<file path="src/rtl/core/ld_pkg.sv">
// ld_pkg: shared types, register indexes and reset values for the landing detector.
// No dependencies; used by rtl/core/landing_detector.sv.
package ld_pkg;

   localparam int CHECK_INTERVAL_MS_DEF = 1000;
   localparam int COUNTER_WIDTH_DEF     = 8;

   localparam int CSR_INDEX_W = 3;
   localparam int CSR_DATA_W  = 32;

   typedef enum logic [1:0] {
      OUTCOME_FALLING = 2'd0,
      OUTCOME_LANDED  = 2'd1,
      OUTCOME_TIMEOUT = 2'd2
   } outcome_type;

   typedef enum logic [CSR_INDEX_W-1:0] {
      CSR_GYRO_THRESHOLD      = 3'd0,
      CSR_GYRO_COUNT_TARGET   = 3'd1,
      CSR_PRES_DELTA_THRESH   = 3'd2,
      CSR_PRES_COUNT_TARGET   = 3'd3,
      CSR_PULSE_THRESHOLD     = 3'd4,
      CSR_PULSE_COUNT_TARGET  = 3'd5,
      CSR_ABORT_TIME_MS       = 3'd6
   } csr_index_type;

   localparam logic [10:0] GYRO_THRESHOLD_RST      = 11'd5;
   localparam logic [7:0]  GYRO_COUNT_TARGET_RST   = 8'd5;
   localparam logic [10:0] PRES_DELTA_THRESH_RST   = 11'd1;
   localparam logic [7:0]  PRES_COUNT_TARGET_RST   = 8'd5;
   localparam logic [15:0] PULSE_THRESHOLD_RST     = 16'd1000;
   localparam logic [7:0]  PULSE_COUNT_TARGET_RST  = 8'd5;
   localparam logic [31:0] ABORT_TIME_MS_RST       = 32'd600000;

   // Magnitude of a 12-bit signed rate; -2048 gives 2048 in 12 unsigned bits.
   function automatic logic [11:0] mag12(input logic signed [11:0] v);
      logic [11:0] r;
      r = v[11] ? (12'd0 - 12'(v)) : 12'(v);
      return r;
   endfunction

endpackage

</file>
<file path="src/rtl/core/landing_detector.sv">
// landing_detector: per-tick landing / timeout decision from gyro, pressure and encoders.
// Depends on rtl/core/ld_pkg.sv.
//
//   channel | direction | handshake             | payload
//   --------+-----------+-----------------------+-----------------------------------------
//   req     | in        | req_valid / req_ready | begin_req, now_ms, gyro xyz, pressure,
//           |           |                       | pulse_left, pulse_right
//   rsp     | out       | rsp_valid / rsp_ready | outcome, checked, three counters
//   csr     | in        | csr_valid / csr_ready | csr_index, csr_data
//
// One item per cycle sustained while rsp is not stalled; an item's result is valid on
// rsp once it has gone from the input register, through one pass of compares/subtracts,
// into the result register. Detector state updates on that move, so the next item sees
// it immediately. A stalled rsp holds its result; req stays ready while the input register
// is empty or moving. Reset clears the state and loads register defaults.
module landing_detector #(
   parameter int CHECK_INTERVAL_MS = ld_pkg::CHECK_INTERVAL_MS_DEF,
   parameter int COUNTER_WIDTH     = ld_pkg::COUNTER_WIDTH_DEF
) (
   input  logic                           clock,
   input  logic                           reset,
   input  logic                           req_valid,
   output logic                           req_ready,
   input  logic                           req_begin_req,
   input  logic [31:0]                    req_now_ms,
   input  logic signed [11:0]             req_gyro_x,
   input  logic signed [11:0]             req_gyro_y,
   input  logic signed [11:0]             req_gyro_z,
   input  logic [10:0]                    req_pressure,
   input  logic signed [31:0]             req_pulse_left,
   input  logic signed [31:0]             req_pulse_right,
   output logic                           rsp_valid,
   input  logic                           rsp_ready,
   output logic [1:0]                     rsp_outcome,
   output logic                           rsp_checked,
   output logic [7:0]                     rsp_pressure_count,
   output logic [7:0]                     rsp_gyro_count,
   output logic [7:0]                     rsp_pulse_count,
   input  logic                           csr_valid,
   output logic                           csr_ready,
   input  logic [ld_pkg::CSR_INDEX_W-1:0] csr_index,
   input  logic [ld_pkg::CSR_DATA_W-1:0]  csr_data
);

   localparam int CW   = COUNTER_WIDTH;
   localparam int CMPW = (CW > 8) ? CW : 8;
   localparam logic [CW-1:0] CNT_MAX = {CW{1'b1}};

   // Saturating count: clears when the condition fails, stops at min(target, CNT_MAX).
   function automatic logic [CW-1:0] bump(input logic [CW-1:0] cnt,
                                          input logic [7:0]    target,
                                          input logic          cond);
      logic [CMPW-1:0] cap;
      logic [CMPW-1:0] c;
      logic [CW-1:0]   r;
      cap = (CMPW'(target) < CMPW'(CNT_MAX)) ? CMPW'(target) : CMPW'(CNT_MAX);
      c   = CMPW'(cnt);
      if (!cond)
         r = '0;
      else if (c < cap)
         r = cnt + CW'(1);
      else
         r = cnt;
      return r;
   endfunction

   function automatic logic reached(input logic [CW-1:0] cnt, input logic [7:0] target);
      return CMPW'(cnt) >= CMPW'(target);
   endfunction

   function automatic logic [7:0] to_out(input logic [CW-1:0] cnt);
      logic [CMPW-1:0] e;
      e = CMPW'(cnt);
      return e[7:0];
   endfunction

   // configuration
   logic [10:0] gyro_thr_ff;
   logic [7:0]  gyro_tgt_ff;
   logic [10:0] pres_thr_ff;
   logic [7:0]  pres_tgt_ff;
   logic [15:0] pulse_thr_ff;
   logic [7:0]  pulse_tgt_ff;
   logic [31:0] abort_ff;

   // input register
   logic               s1_valid_ff;
   logic               s1_begin_ff;
   logic [31:0]        s1_now_ff;
   logic signed [11:0] s1_gx_ff, s1_gy_ff, s1_gz_ff;
   logic [10:0]        s1_pres_ff;
   logic [31:0]        s1_left_ff, s1_right_ff;

   // detector state
   logic [31:0]   start_ff, start_in;
   logic [31:0]   last_chk_ff, last_chk_in;
   logic [10:0]   prev_pres_ff, prev_pres_in;
   logic [31:0]   prev_left_ff, prev_left_in;
   logic [31:0]   prev_right_ff, prev_right_in;
   logic [CW-1:0] steady_ff, steady_in;
   logic [CW-1:0] calm_ff, calm_in;
   logic [CW-1:0] moving_ff, moving_in;

   // result register
   logic                rsp_valid_ff;
   ld_pkg::outcome_type outcome_ff, outcome_in;
   logic                checked_ff, checked_in;
   logic [7:0]          pcnt_ff, gcnt_ff, mcnt_ff;

   logic advance;

   // per-tick datapath
   logic        calm_ok;
   logic [10:0] pres_base;
   logic [10:0] dp;
   logic        due;
   logic signed [32:0] dl, dr;
   logic [32:0] adl, adr;
   logic        moving_ok;
   logic [CW-1:0] steady_nx, moving_nx;

   assign advance   = s1_valid_ff && (!rsp_valid_ff || rsp_ready);
   assign req_ready = !s1_valid_ff || advance;
   assign csr_ready = 1'b1;

   always_comb begin
      calm_ok = (ld_pkg::mag12(s1_gx_ff) < 12'(gyro_thr_ff)) &&
                (ld_pkg::mag12(s1_gy_ff) < 12'(gyro_thr_ff)) &&
                (ld_pkg::mag12(s1_gz_ff) < 12'(gyro_thr_ff));

      // an empty previous pressure takes the current sample
      pres_base = (prev_pres_ff == 11'd0) ? s1_pres_ff : prev_pres_ff;
      dp = (s1_pres_ff > pres_base) ? (s1_pres_ff - pres_base) : (pres_base - s1_pres_ff);

      due = (s1_now_ff - last_chk_ff) >= 32'(CHECK_INTERVAL_MS);

      dl  = $signed({s1_left_ff[31], s1_left_ff}) - $signed({prev_left_ff[31], prev_left_ff});
      dr  = $signed({s1_right_ff[31], s1_right_ff})
            - $signed({prev_right_ff[31], prev_right_ff});
      adl = dl[32] ? (33'd0 - 33'(dl)) : 33'(dl);
      adr = dr[32] ? (33'd0 - 33'(dr)) : 33'(dr);
      moving_ok = (adl > 33'(pulse_thr_ff)) && (adr > 33'(pulse_thr_ff));

      steady_nx = bump(steady_ff, pres_tgt_ff, dp < pres_thr_ff);
      moving_nx = bump(moving_ff, pulse_tgt_ff, moving_ok);

      start_in      = start_ff;
      last_chk_in   = last_chk_ff;
      prev_pres_in  = prev_pres_ff;
      prev_left_in  = prev_left_ff;
      prev_right_in = prev_right_ff;
      steady_in     = steady_ff;
      calm_in       = calm_ff;
      moving_in     = moving_ff;
      outcome_in    = ld_pkg::OUTCOME_FALLING;
      checked_in    = 1'b0;

      if (s1_begin_ff) begin
         start_in     = s1_now_ff;
         last_chk_in  = s1_now_ff;
         prev_pres_in = '0;
         steady_in    = '0;
         calm_in      = '0;
      end else begin
         prev_pres_in = pres_base;
         calm_in      = bump(calm_ff, gyro_tgt_ff, calm_ok);
         if (due) begin
            checked_in    = 1'b1;
            last_chk_in   = s1_now_ff;
            steady_in     = steady_nx;
            prev_pres_in  = s1_pres_ff;
            moving_in     = moving_nx;
            prev_left_in  = s1_left_ff;
            prev_right_in = s1_right_ff;
            // landing wins over timeout
            if (reached(steady_nx, pres_tgt_ff) &&
                (reached(calm_in, gyro_tgt_ff) || reached(moving_nx, pulse_tgt_ff)))
               outcome_in = ld_pkg::OUTCOME_LANDED;
            else if ((s1_now_ff - start_ff) > abort_ff)
               outcome_in = ld_pkg::OUTCOME_TIMEOUT;
         end
      end
   end

   always_ff @(posedge clock) begin
      if (reset) begin
         gyro_thr_ff  <= ld_pkg::GYRO_THRESHOLD_RST;
         gyro_tgt_ff  <= ld_pkg::GYRO_COUNT_TARGET_RST;
         pres_thr_ff  <= ld_pkg::PRES_DELTA_THRESH_RST;
         pres_tgt_ff  <= ld_pkg::PRES_COUNT_TARGET_RST;
         pulse_thr_ff <= ld_pkg::PULSE_THRESHOLD_RST;
         pulse_tgt_ff <= ld_pkg::PULSE_COUNT_TARGET_RST;
         abort_ff     <= ld_pkg::ABORT_TIME_MS_RST;
      end else if (csr_valid && csr_ready) begin
         unique case (csr_index)
            ld_pkg::CSR_GYRO_THRESHOLD:     gyro_thr_ff  <= csr_data[10:0];
            ld_pkg::CSR_GYRO_COUNT_TARGET:  gyro_tgt_ff  <= csr_data[7:0];
            ld_pkg::CSR_PRES_DELTA_THRESH:  pres_thr_ff  <= csr_data[10:0];
            ld_pkg::CSR_PRES_COUNT_TARGET:  pres_tgt_ff  <= csr_data[7:0];
            ld_pkg::CSR_PULSE_THRESHOLD:    pulse_thr_ff <= csr_data[15:0];
            ld_pkg::CSR_PULSE_COUNT_TARGET: pulse_tgt_ff <= csr_data[7:0];
            ld_pkg::CSR_ABORT_TIME_MS:      abort_ff     <= csr_data;
            default: ;
         endcase
      end
   end

   always_ff @(posedge clock) begin
      if (reset) begin
         s1_valid_ff <= 1'b0;
      end else if (req_valid && req_ready) begin
         s1_valid_ff <= 1'b1;
      end else if (advance) begin
         s1_valid_ff <= 1'b0;
      end
   end

   always_ff @(posedge clock) begin
      if (req_valid && req_ready) begin
         s1_begin_ff <= req_begin_req;
         s1_now_ff   <= req_now_ms;
         s1_gx_ff    <= req_gyro_x;
         s1_gy_ff    <= req_gyro_y;
         s1_gz_ff    <= req_gyro_z;
         s1_pres_ff  <= req_pressure;
         s1_left_ff  <= req_pulse_left;
         s1_right_ff <= req_pulse_right;
      end
   end

   always_ff @(posedge clock) begin
      if (reset) begin
         start_ff      <= '0;
         last_chk_ff   <= '0;
         prev_pres_ff  <= '0;
         prev_left_ff  <= '0;
         prev_right_ff <= '0;
         steady_ff     <= '0;
         calm_ff       <= '0;
         moving_ff     <= '0;
      end else if (advance) begin
         start_ff      <= start_in;
         last_chk_ff   <= last_chk_in;
         prev_pres_ff  <= prev_pres_in;
         prev_left_ff  <= prev_left_in;
         prev_right_ff <= prev_right_in;
         steady_ff     <= steady_in;
         calm_ff       <= calm_in;
         moving_ff     <= moving_in;
      end
   end

   always_ff @(posedge clock) begin
      if (reset) begin
         rsp_valid_ff <= 1'b0;
      end else if (advance) begin
         rsp_valid_ff <= 1'b1;
      end else if (rsp_ready) begin
         rsp_valid_ff <= 1'b0;
      end
   end

   always_ff @(posedge clock) begin
      if (advance) begin
         outcome_ff <= outcome_in;
         checked_ff <= checked_in;
         pcnt_ff    <= to_out(steady_in);
         gcnt_ff    <= to_out(calm_in);
         mcnt_ff    <= to_out(moving_in);
      end
   end

   assign rsp_valid          = rsp_valid_ff;
   assign rsp_outcome        = outcome_ff;
   assign rsp_checked        = checked_ff;
   assign rsp_pressure_count = pcnt_ff;
   assign rsp_gyro_count     = gcnt_ff;
   assign rsp_pulse_count    = mcnt_ff;

`ifndef ASSERT_OFF
   // a decision is only ever made on a check tick
   a_outcome_needs_check: assert property (@(posedge clock) disable iff (reset)
      rsp_valid && (rsp_outcome != ld_pkg::OUTCOME_FALLING) |-> rsp_checked)
      else $error("outcome reported on a tick without a check");

   // a begin item leaves the pressure and gyro counters cleared
   a_begin_clears: assert property (@(posedge clock) disable iff (reset)
      advance && s1_begin_ff |=> (steady_ff == '0) && (calm_ff == '0))
      else $error("begin item did not clear counters");

   // a checked item moves the check time to its own timestamp
   a_check_time: assert property (@(posedge clock) disable iff (reset)
      advance && checked_in |=> last_chk_ff == $past(s1_now_ff))
      else $error("check time not updated");

   // no bubble: a draining output always leaves room for a new item
   a_back_to_back: assert property (@(posedge clock) disable iff (reset)
      rsp_ready |-> req_ready)
      else $error("input stalled while output drains");
`endif

endmodule

</file>
<file path="config.mk">
export PLATFORM = sky130hd
export DESIGN_NAME = landing_detector
export DESIGN_NICKNAME = d
export VERILOG_FILES = /design/src/rtl/core/ld_pkg.sv /design/src/rtl/core/landing_detector.sv
export SDC_FILE = /design/constraint.sdc
export NUM_CORES = 1
export LEC_CHECK = 0
export ABC_CLOCK_PERIOD_IN_PS = 9950
export BUFFER_PORTS_ARGS = -buffer_cell sky130_fd_sc_hd__buf_4
export CELL_PAD_IN_SITES_DETAIL_PLACEMENT = 1
export CELL_PAD_IN_SITES_GLOBAL_PLACEMENT = 1
export CORE_MARGIN = 2
export CORE_UTILIZATION = 30
export CTS_CLUSTER_DIAMETER = 30
export DETAILED_ROUTE_END_ITERATION = 8
export PLACE_DENSITY_LB_ADDON = 0.08
export RECOVER_POWER = 50
export SYNTH_ARGS = -nofsm -noshare
export SYNTH_HDL_FRONTEND = slang
export SYNTH_SLANG_ARGS = --single-unit
</file>
<file path="constraint.sdc">
create_clock -name clock -period 9.95 [get_ports clock]
set_input_delay 1.4925 -clock clock [delete_from_list [all_inputs] [get_ports clock]]
set_output_delay 1.4925 -clock clock [all_outputs]
set_load 0.03 [all_outputs]
</file>
Word level (Yosys, flattened, before mapping)
Cells that the tools add are included.

word-level totals
  register bits after elaboration = 430
  latch bits = 0
  bits in writable memories = 0
  bits in read-only memories = 0
  output and inout port bits = 30
  memories = 0

cells by class
  add/subtract/negate cells = 14
  $mul = 0
  divide/modulo/power cells = 0
  $lt $le $gt $ge = 18
  equality and inequality tests = 6
  shifts and indexed selects = 0
  muxes and demuxes = 33
  bitwise gates (word level) = 2
  reductions and logical operators = 28

operators with widths
  operator                                                                 number
  8-bit two-way mux                                                        15
  33-bit by 16-bit greater-than comparator with 1-bit output               2
  33-bit two-way mux                                                       2
  1-bit by 33-bit subtractor with 33-bit output, first input constant      2
  32-bit by 32-bit subtractor with 33-bit output                           2
  32-bit two-way mux                                                       2
  32-bit subtractor                                                        2
  11-bit two-way mux                                                       4
  12-bit by 11-bit less-than comparator with 1-bit output                  3
  12-bit two-way mux                                                       3
  1-bit by 12-bit subtractor with 12-bit output, first input constant      3
  32-bit by 10-bit >= comparator with 1-bit output, second input constant  1
  32-bit greater-than comparator                                           1
  8-bit by 1-bit adder with 8-bit output, second input constant            3
  8-bit >= comparator                                                      3
  8-bit less-than comparator                                               3
  8-bit less-than comparator, second input constant                        3
  11-bit subtractor                                                        2
  2-bit AND reduction                                                      9
  11-bit greater-than comparator                                           1
  11-bit zero test                                                         1
  11-bit less-than comparator                                              1
  3-bit equality test, second input constant                               3
  3-bit by 2-bit equality test with 1-bit output, second input constant    2
  other kinds (12)                                                         28

Depth between registers and ports, before layout
  word-level depth = 11
  gate-level depth with buffers = 44
  mapped depth without buffers = 42

Worst setup path after synthesis
Ideal clock, no wire load.

  path kind = reg-to-reg
  start = reg prev_pres_ff[3]
  end = reg outcome_ff[1] (netlist: rsp_outcome[1]), data pin
  setup time = 0.133 ns
  arrival time = 7.961 ns
  path slack = 1.856 ns
  stages on the path, launching flop included = 45
  buffers on the path = 2
  clock period less this slack = 8.094 ns
  path through = dfxtp_1 -> or4_1 -> nor4_1 -> nor2b_1 -> clkbuf_1 -> a21oi_1 -> inv_1 -> ha_1 -> nor2b_1 -> o21ai_0 -> a21boi_0 -> o21ai_0 -> a21boi_0 -> o21ai_0 -> a21boi_0 -> o21a_1 -> o21ai_0 -> a21oi_1 -> (+9 left out) -> o21a_1 -> o21a_1 -> o21a_1 -> o21a_1 -> nor3_1 -> inv_1 -> ha_1 -> nand2b_1 -> a21o_1 -> a21o_1 -> a21oi_1 -> nor2b_1 -> o21ai_0 -> nand2b_1 -> a21oi_1 -> nor2b_1 -> o32ai_1 -> o2111a_1

between the ends
  word-level cells in the longest chain between the ends = 9

ends and longest elaborated chain
  element                                                              line                     source
  from (decl)                                                          landing_detector.sv:97   logic [10:0] prev_pres_ff, prev_pres_in;
  from (signal assigned)                                               landing_detector.sv:244  prev_pres_ff <= prev_pres_in;
  11-bit zero test                                                     landing_detector.sv:132  pres_base = (prev_pres_ff == 11'd0) ? s1_pres_ff : prev_pres_ff;
  11-bit two-way mux (*)                                               landing_detector.sv:132
  11-bit subtractor or 11-bit greater-than comparator (tied branches)  landing_detector.sv:133  dp = (s1_pres_ff > pres_base) ? (s1_pres_ff - pres_base) : (pres_base - s1_pres_ff);
  11-bit two-way mux (*)                                               landing_detector.sv:133
  11-bit less-than comparator (*)                                      landing_detector.sv:144  steady_nx = bump(steady_ff, pres_tgt_ff, dp < pres_thr_ff);
  8-bit two-way mux (*)                                                landing_detector.sv:58   if (!cond)
  8-bit >= comparator (*)                                              landing_detector.sv:68   return CMPW'(cnt) >= CMPW'(target);
  1-bit logical AND (*)                                                landing_detector.sv:176  if (reached(steady_nx, pres_tgt_ff) &&
  3-bit OR reduction (no line) (*)                                     --
  to (signal assigned)                                                 landing_detector.sv:265  outcome_ff <= outcome_in;
  to (decl)                                                            landing_detector.sv:106  ld_pkg::outcome_type outcome_ff, outcome_in;

Mark *: on every way between the ends. The rest lies on a longest branch, timed or not.
A chain may end at the register's enable or synchronous reset.

Worst setup path in the final report
  start = reg s1_left_ff[0]
  end = reg outcome_ff[1] (netlist: rsp_outcome[1]), data pin

between the ends
  word-level cells in the longest chain between the ends = 10

ends and longest elaborated chain
  element                                                         line                     source
  from (decl)                                                     landing_detector.sv:92   logic [31:0] s1_left_ff, s1_right_ff;
  from (signal assigned)                                          landing_detector.sv:226  s1_left_ff <= req_pulse_left;
  32-bit by 32-bit subtractor with 33-bit output (*)              landing_detector.sv:137  dl = $signed({s1_left_ff[31], s1_left_ff}) - $signed({prev_left_ff[31], prev_left_ff});
  1-bit by 33-bit subtractor with 33-bit output                   landing_detector.sv:140  adl = dl[32] ? (33'd0 - 33'(dl)) : 33'(dl);
  33-bit two-way mux (*)                                          landing_detector.sv:140
  33-bit by 16-bit greater-than comparator with 1-bit output (*)  landing_detector.sv:142  moving_ok = (adl > 33'(pulse_thr_ff)) && (adr > 33'(pulse_thr_ff));
  1-bit logical AND (*)                                           landing_detector.sv:142
  8-bit two-way mux (*)                                           landing_detector.sv:58
  8-bit >= comparator (*)                                         landing_detector.sv:68
  1-bit logical OR (*)                                            landing_detector.sv:177  (reached(calm_in, gyro_tgt_ff) || reached(moving_nx, pulse_tgt_ff)))
  1-bit logical AND (*)                                           landing_detector.sv:176
  3-bit OR reduction (no line) (*)                                --

Marked as above.

==> results.json <==
{
  "outcome": "complete, but fails checks",
  "violations": "max-capacitance violations, max-slew violations",
  "critPathSlowestCell": "a2111oi_0",
  "async_flop_share_pct": 0,
  "wl_um": 92200,
  "avgSynthCellArea_um2": 8.57,
  "clock_skew_ns": 0.0233,
  "area_growth_pct": 23.7,
  "final_util_pct": 37.3,
  "p_leak_nw": 15.1,
  "synth-main-ff-cell": "dfxtp_1",
  "post_drt_wl_per_cell_um": 17.9,
  "report.final.setup_viol": 0,
  "synth_seq_cells": 430,
  "critPathKind": "flip-flop to flip-flop",
  "insertion_delay_ns": 0.71,
  "synth_cells": 3500,
  "layoutNonFillerInstCount": 5149,
  "drc": 0,
  "gp_congestion": 0.797,
  "vias": 25600,
  "die_area_um2": 103000,
  "antenna_found_initial": 7,
  "power.density_nw_per_um2": 199,
  "synth_edf_count": 171,
  "synth_cell_type_count": 101,
  "cap_violations": 6,
  "fmax_ghz": 0.113,
  "relSlewSlack_pct": -183,
  "grt_usage_pct": 18.0,
  "die_y_um": 320,
  "ys_seq_area_share_pct": 34.4,
  "holdCritPathClass": "flip-flop to flip-flop",
  "synth_area_um2": 30000,
  "cp_data_required_time_ns": 10.52,
  "critical-path-max-stage-delay_ns": 0.74,
  "rows": 116,
  "worst_pin_slew_ns": 4.24,
  "cts_setup_buffers": 0,
  "ant_nets": 0,
  "final_common_cell": "nand2_1",
  "globalRoute.totalOverflow": 0,
  "cts_tree": "built",
  "grt_pass1_vias": 26600,
  "tns_ns": 0,
  "cts_num_sinks": 430,
  "worstPathMaxFanout": 24,
  "dr.first_iter.drc_count": 1054,
  "root_buffer": "clkbuf_16",
  "start_util_pct": 30.1,
  "rsz0062_at_grt": "false",
  "layout-drive-gt1-share_pct": 12.2,
  "grt_max_degree": 89,
  "h-tree-depth": 4,
  "worst_ep_arrival_time_ns": 9.39,
  "top_layer": "met5",
  "mostFrequentLayoutCells": "nand2_1, inv_1, ha_1",
  "grt_pass1_wl_um": 147000,
  "yosys_warnings": 0,
  "cp-end-kind": "flip-flop",
  "clk_pin_slew_worst_paths_ns": 0.04,
  "ir_drop_uv": 117,
  "fin_crit_sh_pct": 88.7,
  "io_buffers": 212,
  "core-area_um2": 99600,
  "hpwl_um": 70000,
  "cp_common_cell": "nor2b_1",
  "final_nets": 4236,
  "slew_viol_final": 359,
  "dr_wl_met3_um": 3580,
  "clk_path_buf_depth": 3,
  "fin_crit_ns": 8.82,
  "drt-met1-wl_um": 43900,
  "syn_nets": 3993,
  "drtPass1Iterations": 4,
  "die_w_um": 320,
  "dp.cells": 4908,
  "vias_per_cell": 4.97,
  "cts_made_buffers": 131,
  "wl_met2_um": 43300,
  "io_pins": 214,
  "finalHoldViolCount": 0,
  "critPathLaunchType": "flip-flop"
}
## logic make-up after synthesis
kind of cell / count (synthesis) / synth area share, %
AND/OR/NAND/NOR: 1159 / 18.3
buffers and inverters: 433 / 5.87
other: 1 / 0.0125
XOR/XNOR: 163 / 4.76
adder cells (fa/ha/maj): 309 / 13.0
AO/OA/AOI/OAI: 882 / 19.5
flip-flops: 430 / 34.4
multiplexers: 123 / 4.13
## where the power goes
group / switching [mW] / internal, mW / leakage, nW
clock: 1.21 / 2.86 / 2.15
combinational: 0.784 / 0.559 / 9.16
sequential: 0.0551 / 1.92 / 3.76
total: 2.05 / 5.34 / 15.1
## stage by stage
step / power, mW / cell area [um2] / hold WS (ns) / setup WS [ns]
finish: 7.39 / 37100 / 0.452 / 1.13
detailed placement: 3.37 / 32800 / 0.447 / 0.882
floorplan: 2.97 / 30000 / 0.436 / 1.86
CTS: 7.53 / 37200 / 0.452 / 0.783
global route: 7.80 / 37100 / 0.472 / 0.202
global placement: 3.36 / 32800 / 0.444 / 1.11
## cell type report
| type | instances | area [um2] |
|---|---|---|
| Timing Repair Buffer | 234 | 1660 |
| Fill cell | 11600 | 62400 |
| Antenna cell | 2 | 5.00 |
| Inverter | 309 | 1160 |
| Sequential cell | 430 | 10300 |
| Multi-Input combinational cell | 2637 | 17900 |
| Tap cell | 1298 | 1620 |
| Clock buffer | 186 | 3860 |
| Clock inverter | 53 | 546 |
## flip-flops by register name, summed over array words and instances, names as in the netlist, 32 cells and up
register,cells
start_ff,32
last_chk_ff,32
prev_right_ff,32
prev_left_ff,32
s1_left_ff,32
s1_now_ff,32
s1_right_ff,32
abort_ff,32
## synthesized netlist by cell type, types with 21 or more instances
master	count	share of area (%)
nand2_1	420	5.3
inv_1	309	3.9
ha_1	303	13
a21oi_1	290	4.8
nor2_1	281	3.5
dfxtp_1	259	17
edfxtp_1	171	17
o21ai_0	130	2.2
mux2i_1	116	3.9
xnor2_1	111	3.2
a21o_1	109	2.7
clkbuf_1	95	1.2
nand3_1	65	1.1
nand2b_1	63	1.3
nor3_1	61	1.0
xor2_1	52	1.5
nor2b_1	50	1.0
o21a_1	48	1.2
nand4_1	46	0.96
o31ai_1	36	0.90
a211o_1	26	0.76
and3_1	25	0.52
or3_1	25	0.52
and2_1	23	0.48
a211oi_1	21	0.53
## layer usage
metal	track usage [%]	up-vias
met5	0	-
met4	5.00	10
met3	3.77	112
met2	30.1	332
met1	23.4	12100
li1	-	13000
## critical path, delay by kind of cell (launching register included)
family | cells | cell delay, ns
adder cells (fa/ha/maj) | 4 | 1.09
buffers and inverters | 1 | 0.05
AND/OR/NAND/NOR | 12 | 1.71
flip-flops | 1 | 0.34
AO/OA/AOI/OAI | 22 | 5.47
## path summary, 6_finish.rpt
path / endpoint / cells after the start / slack [ns] / start
max: rsp_outcome[1]$_SDFFCE_PP0P_ / 39 / 1.13 / s1_left_ff[0]$_DFFE_PP_
max reg2reg: rsp_outcome[1]$_SDFFCE_PP0P_ / 39 / 1.13 / s1_left_ff[0]$_DFFE_PP_
min: start_ff[17]$_SDFFE_PP0P_ / 2 / 0.45 / start_ff[17]$_SDFFE_PP0P_
min reg2reg: start_ff[17]$_SDFFE_PP0P_ / 2 / 0.45 / start_ff[17]$_SDFFE_PP0P_
## repair_timing
item / CTS / global route
hold buffers: 0 / 0
resized for setup: 0 / 1
setup endpoints to repair: 0 / 2
(Power assumes the default switching activity.)
